`src/mfb_pkg.sv`:
```
`timescale 1ns / 1ps
// ----------------------------------------------------------------------------
// mfb_pkg
// shared types, constants, sigmoid table and saturation helpers for the
// two-layer perceptron core
// ----------------------------------------------------------------------------
package mfb_pkg;

    localparam int IN_N     = 2;
    localparam int HID      = 16;
    localparam int OUT_N    = 4;
    localparam int HID_W    = $clog2(HID);
    localparam int K_W      = $clog2(OUT_N);

    localparam int N_W1     = IN_N * HID;
    localparam int N_B1_END = N_W1 + HID;
    localparam int N_W2_END = N_B1_END + HID * OUT_N;
    localparam int N_B2_END = N_W2_END + OUT_N;

    localparam int QW = 24;
    localparam int MW = 25;
    localparam int PW = 2 * MW;
    localparam int AW = 52;
    localparam int TW = 72;
    localparam int SW = 56;

    localparam logic [15:0] LR_RESET = 16'd655;
    localparam logic [16:0] ONE_Q16  = 17'd65536;

    localparam logic [5:0] STEP_INFER_LAST = 6'd12;
    localparam logic [5:0] STEP_TRAIN_LAST = 6'd53;

    typedef logic signed [QW-1:0] q_t;
    typedef q_t [OUT_N-1:0] q4_t;
    typedef logic signed [PW-1:0] prod_t;
    typedef logic [128:0][16:0] sig_tab_t;

    typedef enum logic [1:0] {
        OP_INFER = 2'd0,
        OP_TRAIN = 2'd1,
        OP_WRITE = 2'd2,
        OP_NONE  = 2'd3
    } op_t;

    typedef enum logic {
        ST_IDLE,
        ST_RUN
    } state_t;

    typedef enum logic [4:0] {
        LC_NONE, LC_F0, LC_F1, LC_F2, LC_SIG, LC_DV, LC_DV2, LC_OUT,
        LC_E, LC_E_END, LC_EH, LC_H, LC_H2, LC_Q2, LC_Q1, LC_LO, LC_HI,
        LC_SUM, LC_W2, LC_W1, LC_B1M, LC_B1W
    } lane_op_t;

    typedef enum logic [2:0] {
        MC_NONE, MC_TREE, MC_OD, MC_B2M, MC_B2W
    } merge_op_t;

    typedef enum logic [2:0] {
        WF_NONE, WF_W1A, WF_W1B, WF_B1, WF_W2, WF_B2
    } wfield_t;

    typedef struct packed {
        lane_op_t       op;
        logic [K_W-1:0] k;
    } lane_cmd_t;

    typedef struct packed {
        merge_op_t      op;
        logic [K_W-1:0] k;
    } merge_cmd_t;

    typedef struct packed {
        wfield_t        field;
        logic [K_W-1:0] k;
        q_t             data;
    } wr_cmd_t;

    // shift-subtract quotient, only evaluated while building the table
    function automatic logic [95:0] udiv96(input logic [95:0] num, input logic [95:0] den);
        logic [95:0] q;
        logic [95:0] r;
        q = '0;
        r = '0;
        for (int b = 95; b >= 0; b--)
        begin
            r = {r[94:0], num[b]};
            if (r >= den)
            begin
                r    = r - den;
                q[b] = 1'b1;
            end
        end
        return q;
    endfunction

    function automatic sig_tab_t build_sig_tab();
        sig_tab_t   tab;
        logic [95:0] p;
        logic [95:0] d;
        p = 96'h1_0000_0000;
        for (int m = 0; m <= 128; m++)
        begin
            d      = 96'h1_0000_0000 + p;
            tab[m] = 17'(udiv96(96'h1_0000_0000_0000 + (d >> 1), d));
            p      = (p * 96'd4034748382 + 96'h8000_0000) >> 32;
        end
        return tab;
    endfunction

    localparam sig_tab_t SIG_TAB = build_sig_tab();
    localparam q_t SIG_LO = -24'sd524288;
    localparam q_t SIG_HI = 24'sd524288;

    function automatic q_t sat24(input logic signed [63:0] v);
        if (v > 64'sd8388607)
            return 24'sh7fffff;
        else if (v < -64'sd8388608)
            return 24'sh800000;
        else
            return v[QW-1:0];
    endfunction

    function automatic logic [16:0] sig_of(input q_t a);
        logic [7:0] idx;
        idx = 8'd128 - {1'b0, a[18:12]};
        if (a < SIG_LO)
            return 17'd0;
        else if (a >= SIG_HI)
            return ONE_Q16;
        else if (!a[19])
            return SIG_TAB[{1'b0, a[18:12]}];
        else
            return ONE_Q16 - SIG_TAB[idx];
    endfunction

endpackage

```
`src/mfb_merge.sv`:
```
`timescale 1ns / 1ps
// ----------------------------------------------------------------------------
// mfb_merge
// registered sum tree over the lane products, output bias, output deltas
// and output bias update
// ----------------------------------------------------------------------------
module mfb_merge import mfb_pkg::*; (
    input  logic        clk,
    input  logic        rst_n,
    input  merge_cmd_t  cmd,
    input  wr_cmd_t     wr,
    input  logic [15:0] lr,
    input  q4_t         tgt,
    input  prod_t       prods [HID],
    output q4_t         y,
    output q4_t         od
);

    localparam int GRP = 4;
    localparam int NG  = HID / GRP;

    logic signed [SW-1:0] part_reg [NG];
    logic signed [SW-1:0] part_next [NG];
    logic signed [SW-1:0] tree_sum;
    logic                 s1_valid_reg;
    logic [K_W-1:0]       s1_k_reg;
    q4_t                  b2_reg;
    q4_t                  y_reg;
    q4_t                  od_reg;
    logic signed [40:0]   bprod_reg;

    assign y  = y_reg;
    assign od = od_reg;

    always_comb
    begin
        for (int g = 0; g < NG; g++)
        begin
            part_next[g] = '0;
            for (int i = 0; i < GRP; i++)
                part_next[g] = part_next[g] + SW'(prods[g * GRP + i]);
        end
        tree_sum = SW'(b2_reg[s1_k_reg]) <<< 16;
        for (int g = 0; g < NG; g++)
            tree_sum = tree_sum + part_reg[g];
    end

    always_ff @(posedge clk or negedge rst_n)
    begin
        if (!rst_n)
        begin
            s1_valid_reg <= 1'b0;
            s1_k_reg     <= '0;
        end
        else
        begin
            s1_valid_reg <= (cmd.op == MC_TREE);
            s1_k_reg     <= cmd.k;
        end
    end

    always_ff @(posedge clk)
    begin
        if (cmd.op == MC_TREE)
            part_reg <= part_next;
        if (s1_valid_reg)
            y_reg[s1_k_reg] <= sat24(64'(tree_sum >>> 16));
        case (cmd.op)
            MC_OD:
            begin
                for (int k = 0; k < OUT_N; k++)
                    od_reg[k] <= sat24(64'(y_reg[k]) - 64'(tgt[k]));
            end
            MC_B2M:  bprod_reg <= $signed({1'b0, lr}) * od_reg[cmd.k];
            MC_B2W:  b2_reg[cmd.k] <= sat24(64'(b2_reg[cmd.k]) - 64'(bprod_reg >>> 16));
            default: ;
        endcase
        if (wr.field == WF_B2)
            b2_reg[wr.k] <= wr.data;
    end

endmodule

```
`config.mk`:
```
export PLATFORM = sky130hd
export DESIGN_NAME = mfb_merge
export DESIGN_NICKNAME = d
export VERILOG_FILES = /design/src/mfb_pkg.sv /design/src/mfb_merge.sv
export SDC_FILE = /design/constraint.sdc
export NUM_CORES = 2
export LEC_CHECK = 0
export BUFFER_PORTS_ARGS = -buffer_cell sky130_fd_sc_hd__buf_4
export CELL_PAD_IN_SITES_DETAIL_PLACEMENT = 0
export CELL_PAD_IN_SITES_GLOBAL_PLACEMENT = 1
export CORE_AREA = 4 4 441 443
export CTS_BUF_LIST = sky130_fd_sc_hd__clkbuf_8 sky130_fd_sc_hd__clkbuf_16
export DETAILED_ROUTE_END_ITERATION = 8
export DIE_AREA = 0 0 445 447
export PLACE_DENSITY = 0.68
export SYNTH_ARGS = -nofsm -noshare
export SYNTH_HDL_FRONTEND = slang
export SYNTH_SLANG_ARGS = --single-unit
export TNS_END_PERCENT = 30
```
`constraint.sdc`:
```
create_clock -name clk -period 18.9 [get_ports clk]
set_clock_uncertainty 0.15 [all_clocks]
set_input_delay 0 -clock clk [delete_from_list [all_inputs] [get_ports clk]]
set_output_delay 0 -clock clk [all_outputs]
set_load 0.01 [all_outputs]
```
Word level (Yosys, flattened, before mapping) --
Cells that the tools add are included.
Storage, ports and cells: input port bits 948, register bits 556
Cells by class: eq/ne operators 5, muxes and demuxes 27, reduce and logical (&&, ||, !) cells 3, multipliers 1, $add $sub $neg 21, order comparisons 18
Operator list (number):
- $mux 24 | 16
- $bwmux 96 | 3
- $add 52x50->53 | 4
- $add 51x50->52 | 4
- $add 50x50->51 | 4
- $mux 96 | 2
- $add 56x56->56 | 3
- $bmux 24 s2 | 3
- $demux 24 s2 | 3
- $gt 25x24->1 const B | 4
- $lt 25x24->1 const B | 4
- $sub 24x24->25 | 4
- $add 40x56->56 | 1
- $mul 17x24->41 | 1
- $gt 40x24->1 const B | 1
- $lt 40x24->1 const B | 1
- $gt 26x24->1 const B | 1
- $lt 26x24->1 const B | 1
- $sub 24x25->26 | 1
- $lt 2x3->1 const B | 3
- $eq 3x2->1 const B | 2
- $eq 3x3->1 const B | 2
- $ge 2x1->1 const B | 3
- $eq 3x1->1 const B | 1
- $logic_and 1x1->1 | 3

Longest topological paths before layout --
word-level depth 11, mapped depth 30

Worst setup path before layout --
Ideal clock, no wire load.
path type input to register, start point input cmd[3] in the netlist's numbering, end point register s1_valid_reg, library setup time 1.686 ns, arrival time 15.378 ns, path buffers 0, cell stages on the path 1, path slack 1.686 ns, cells stage by stage nor3b_1
Between the ends: longest elaborated chain between the ends 1
Ends and longest elaborated chain:
- start: declaration | line mfb_merge.sv:10 | input merge_cmd_t cmd,
- $eq 3x1->1 | line mfb_merge.sv:57 | s1_valid_reg <= (cmd.op == MC_TREE);
- end signal: assignment | line mfb_merge.sv:57
- end: declaration | line mfb_merge.sv:25 | logic s1_valid_reg;
Every way passes these cells. A chain may end at the register's enable or synchronous reset.

Worst setup path in the final report --
start point input cmd[0] in the netlist's numbering, end point register bprod_reg[39] (data pin)
Between the ends: longest elaborated chain between the ends 3
Ends and longest elaborated chain:
- $bmux 24 s2 | line mfb_merge.sv:74 | MC_B2M: bprod_reg <= $signed({1'b0, lr}) * od_reg[cmd.k];
- $mux 24 (implied by the code) | line mfb_merge.sv:74
- $mul 17x24->41 | line mfb_merge.sv:74
- end signal: assignment | line mfb_merge.sv:74
- end: declaration | line mfb_merge.sv:30 | logic signed [40:0] bprod_reg;
Every way passes these cells. The select of a mux whose other input is x is not followed.

==> reports/qor.yml <==
outcome:
  status: "completed"
grt:
  grt_pass1_wl_um: 394500
  antenna_found_initial: 55
  overflow: 0
  grt_max_degree: 149
  grt_pass1_vias: 55120
  grt_use_total_pct: 27.77
route:
  dr.pass1.iters: 6
  post_drt_wl_per_cell_um: 27.81
  postRouteAntennaNets: 0
  drc: 0
  wirelength_um: 282000
  dr_total_vias: 52020
  drtIter0Drc: 4191
  routed_via_density: 5.130
clocking:
  cts_tree: "built"
  ctsResizeCount: 0
  cts.clk_slew.worst_paths_ns: 0.06
  post_cts_buffers: 0
  clock-sinks: 528
  cts_made_buffers: 61
  clk_latency_ns: 0.69
  clk_path_buf_depth: 3
  cts_max_level: 2
  root_buffer: "clkbuf_16"
  holdBufCountCts: 311
synth:
  yosysWarnings: 0
  async_reset_ff_share_pct: 0.5682
  ys_types: 93
  synth_fp_nets: 8511
  avgSynthCellArea_um2: 10.34
  ys_seq_area_share_pct: 23.44
  syn_area_um2: 63480
  ys_ff_latch: 528
  synth_edf_count: 429
  synth-main-ff-cell: "edfxtp_1"
  syn_inst: 6140
timing:
  slew_violations: 0
  relSlewSlack_pct: 21.71
  whs_ns: 0.01941
  min_period_over_period_pct: 43.72
  tightest_slew_ns: 1.158
  rsz0062_at_grt: "no"
  finalSetupViolCount: 0
  setup_ws_ns: 10.64
  hold_violations: 0
  tns_ns: 0
  fin_crit_ns: 8.262
  fmaxAchievable_mhz: 121.0
setup_path:
  worstPathMaxFanout: 25
  start_kind: "input pin"
  crit_path_end_kind: "flip-flop"
  rrSetupSlack_ns: 10.75
  worstSetupStartpoint: "cmd[0]"
  arrival_ns: 8.55
  worstSetupEndpoint: "bprod_reg[39]"
  reg2reg_to: "bprod_reg[39]"
  worstPathRequired_ns: 19.19
  worstRegToRegCells: 25
  reg2reg_from: "od[62]"
  crit_type: "in -> reg"
floorplan:
  die_area_um2: 198900
  num_io_pins: 1140
  rows: 160
  core_area_um2: 190000
  die_w_um: 445
  initial_core_util_pct: 33.42
  fp.dieH_um: 447
place:
  dp_slack_ns: 10.43
  hpwl_um: 247600
  dpl_cell_area_um2: 74890
  gp_congestion: 1.067
  portBuffers: 1139
power:
  internal-power_mw: 8.836
  pwr-share-clk_pct: 6.7
  power.density_nw_per_um2: 232.7
  ir_worst_vdd_mv: 0.5158
  switchingPower_mw: 9.824
  switching_share_pct: 52.65
  seqPwrFrac_pct: 14.0
  power.leakage_nw: 36.87
  combinationalPowerShare_pct: 79.3
layout:
  nets: 9909
  largest_reg_flops: 212
  nFillCells: 18530
  syn_to_final_growth_pct: 26.31
  drive_gt1_share_pct: 18.55
  final_design_area_no_fill_um2: 80180
hold_path:
  min-delay-path-class: "in -> reg"
run:
  maxCapViolCount: 0
-- layer usage --
layer	up-vias	track usage (%)	share of wire (%)
li1	23490	-	-
met1	26260	32.42	37
met2	1842	48.64	50
met3	418	3.923	5.3
met4	12	16.36	6.9
met5	-	0	0.021
-- critical path, cell delays in order --
cell           delay [ns]
dlygate4sd3_1        0.52
buf_4                0.46
mux4_2               0.82
and2_1               0.28
fa_1                 0.50
inv_1                0.05
fa_1                 0.48
fa_1                 0.51
inv_1                0.05
fa_1                 0.45
fa_1                 0.51
inv_1                0.05
fa_1                 0.47
inv_1                0.05
ha_1                 0.31
a21o_1               0.17
a21o_1               0.17
a211o_1              0.32
or3_1                0.39
o211ai_1             0.27
nand2_1              0.17
a41o_1               0.32
o41a_1               0.42
a41oi_1              0.28
nand2b_1             0.12
a21oi_1              0.19
xnor2_1              0.08
-- per-stage QoR --
step	util [%]	total power, mW	cells
final	42.21	18.66	10140
after global routing	42.19	20.50	10130
after CTS	42.15	19.01	10100
after detailed placement	39.42	17.42	9675
after global placement	39.42	17.39	9675
after floorplan	-	12.27	6140
-- cell families (layout without fill, tap and decap cells) --
kind of cell               count (synthesis)  count (layout)  share of synthesized area, %
buffers and inverters                   1216            2666                         7.257
adders and majority gates               1435            1435                         39.22
and+or+nand+nor                         1230            1230                         9.456
muxes                                     74              74                         2.586
other                                      0              39                             0
DFF                                      528             528                         23.44
xor gates and xnor gates                 345             345                         4.760
AOI/OAI and AO/OA                       1312            1312                         13.28
-- power by group through the flow --
stage	logic, mW	registers [mW]	clock network (mW)
after CTS	15.1	2.61	1.27
final	14.8	2.61	1.25
after global routing	16.6	2.63	1.31
after floorplan	9.70	2.56	0
after global placement	14.8	2.62	0
after detailed placement	14.8	2.63	0
-- worst min-delay path by stage --
stage	start	endpoint	slack [ns]	cells past startpoint
3_5_place_dp	rst_n	s1_k_reg[1]	-0.35	1
3_3_place_gp	rst_n	s1_k_reg[1]	-0.35	1
2_1_floorplan	rst_n	s1_k_reg[0]	-0.45	0
5_1_grt	wr[6]	b2_reg[30]	0.02	4
4_1_cts	tgt[82]	od[82]	0.001	5
6_report	prods[193]	part_reg[43]	0.02	4
-- synthesized netlist by cell type, drive strengths merged (89+ instances only) --
| cell | instances | area share [%] |
|---|---|---|
| a21oi | 356 | 2.8 |
| edfxtp | 429 | 20 |
| nand2 | 435 | 2.6 |
| a21o | 202 | 2.4 |
| inv | 1071 | 6.3 |
| clkbuf | 124 | 0.74 |
| a22oi | 89 | 1.1 |
| dfxtp | 96 | 3.0 |
| xnor2 | 224 | 3.1 |
| fa | 929 | 29 |
| nor2 | 202 | 1.2 |
| and2 | 153 | 1.5 |
| o21ai | 294 | 2.3 |
| ha | 494 | 9.7 |
| xor2 | 121 | 1.7 |
-- area by class of cell --
class                   instances  area [um2]  area share (%)
multi-input cells            4396       44060           54.95
flip-flops and latches        528       14880           18.56
repair buffers               1480       11900           14.84
inverters                    1071        4020           5.014
well taps                    2511        3142           3.918
clock buffers                  68        1668           2.080
clock inverters                47       414.1          0.5165
diodes                         39       97.59          0.1217
-- layout by cell type, fill, tap and decap left out, drive strengths merged, types with 38 or more instances in the layout --
cell type    count
buf           1169
inv           1083
fa             929
ha             494
nand2          435
edfxtp         429
a21oi          356
dlygate4sd3    311
o21ai          294
xnor2          224
a21o           202
nor2           202
and2           153
xor2           121
dfxtp           96
a22oi           89
nand3           84
mux4            72
nor3            71
clkbuf          68
nand2b          61
o21bai          54
o21a            54
nor2b           48
and3            40
diode           39
nand4           38
(Power assumes the default switching activity.)
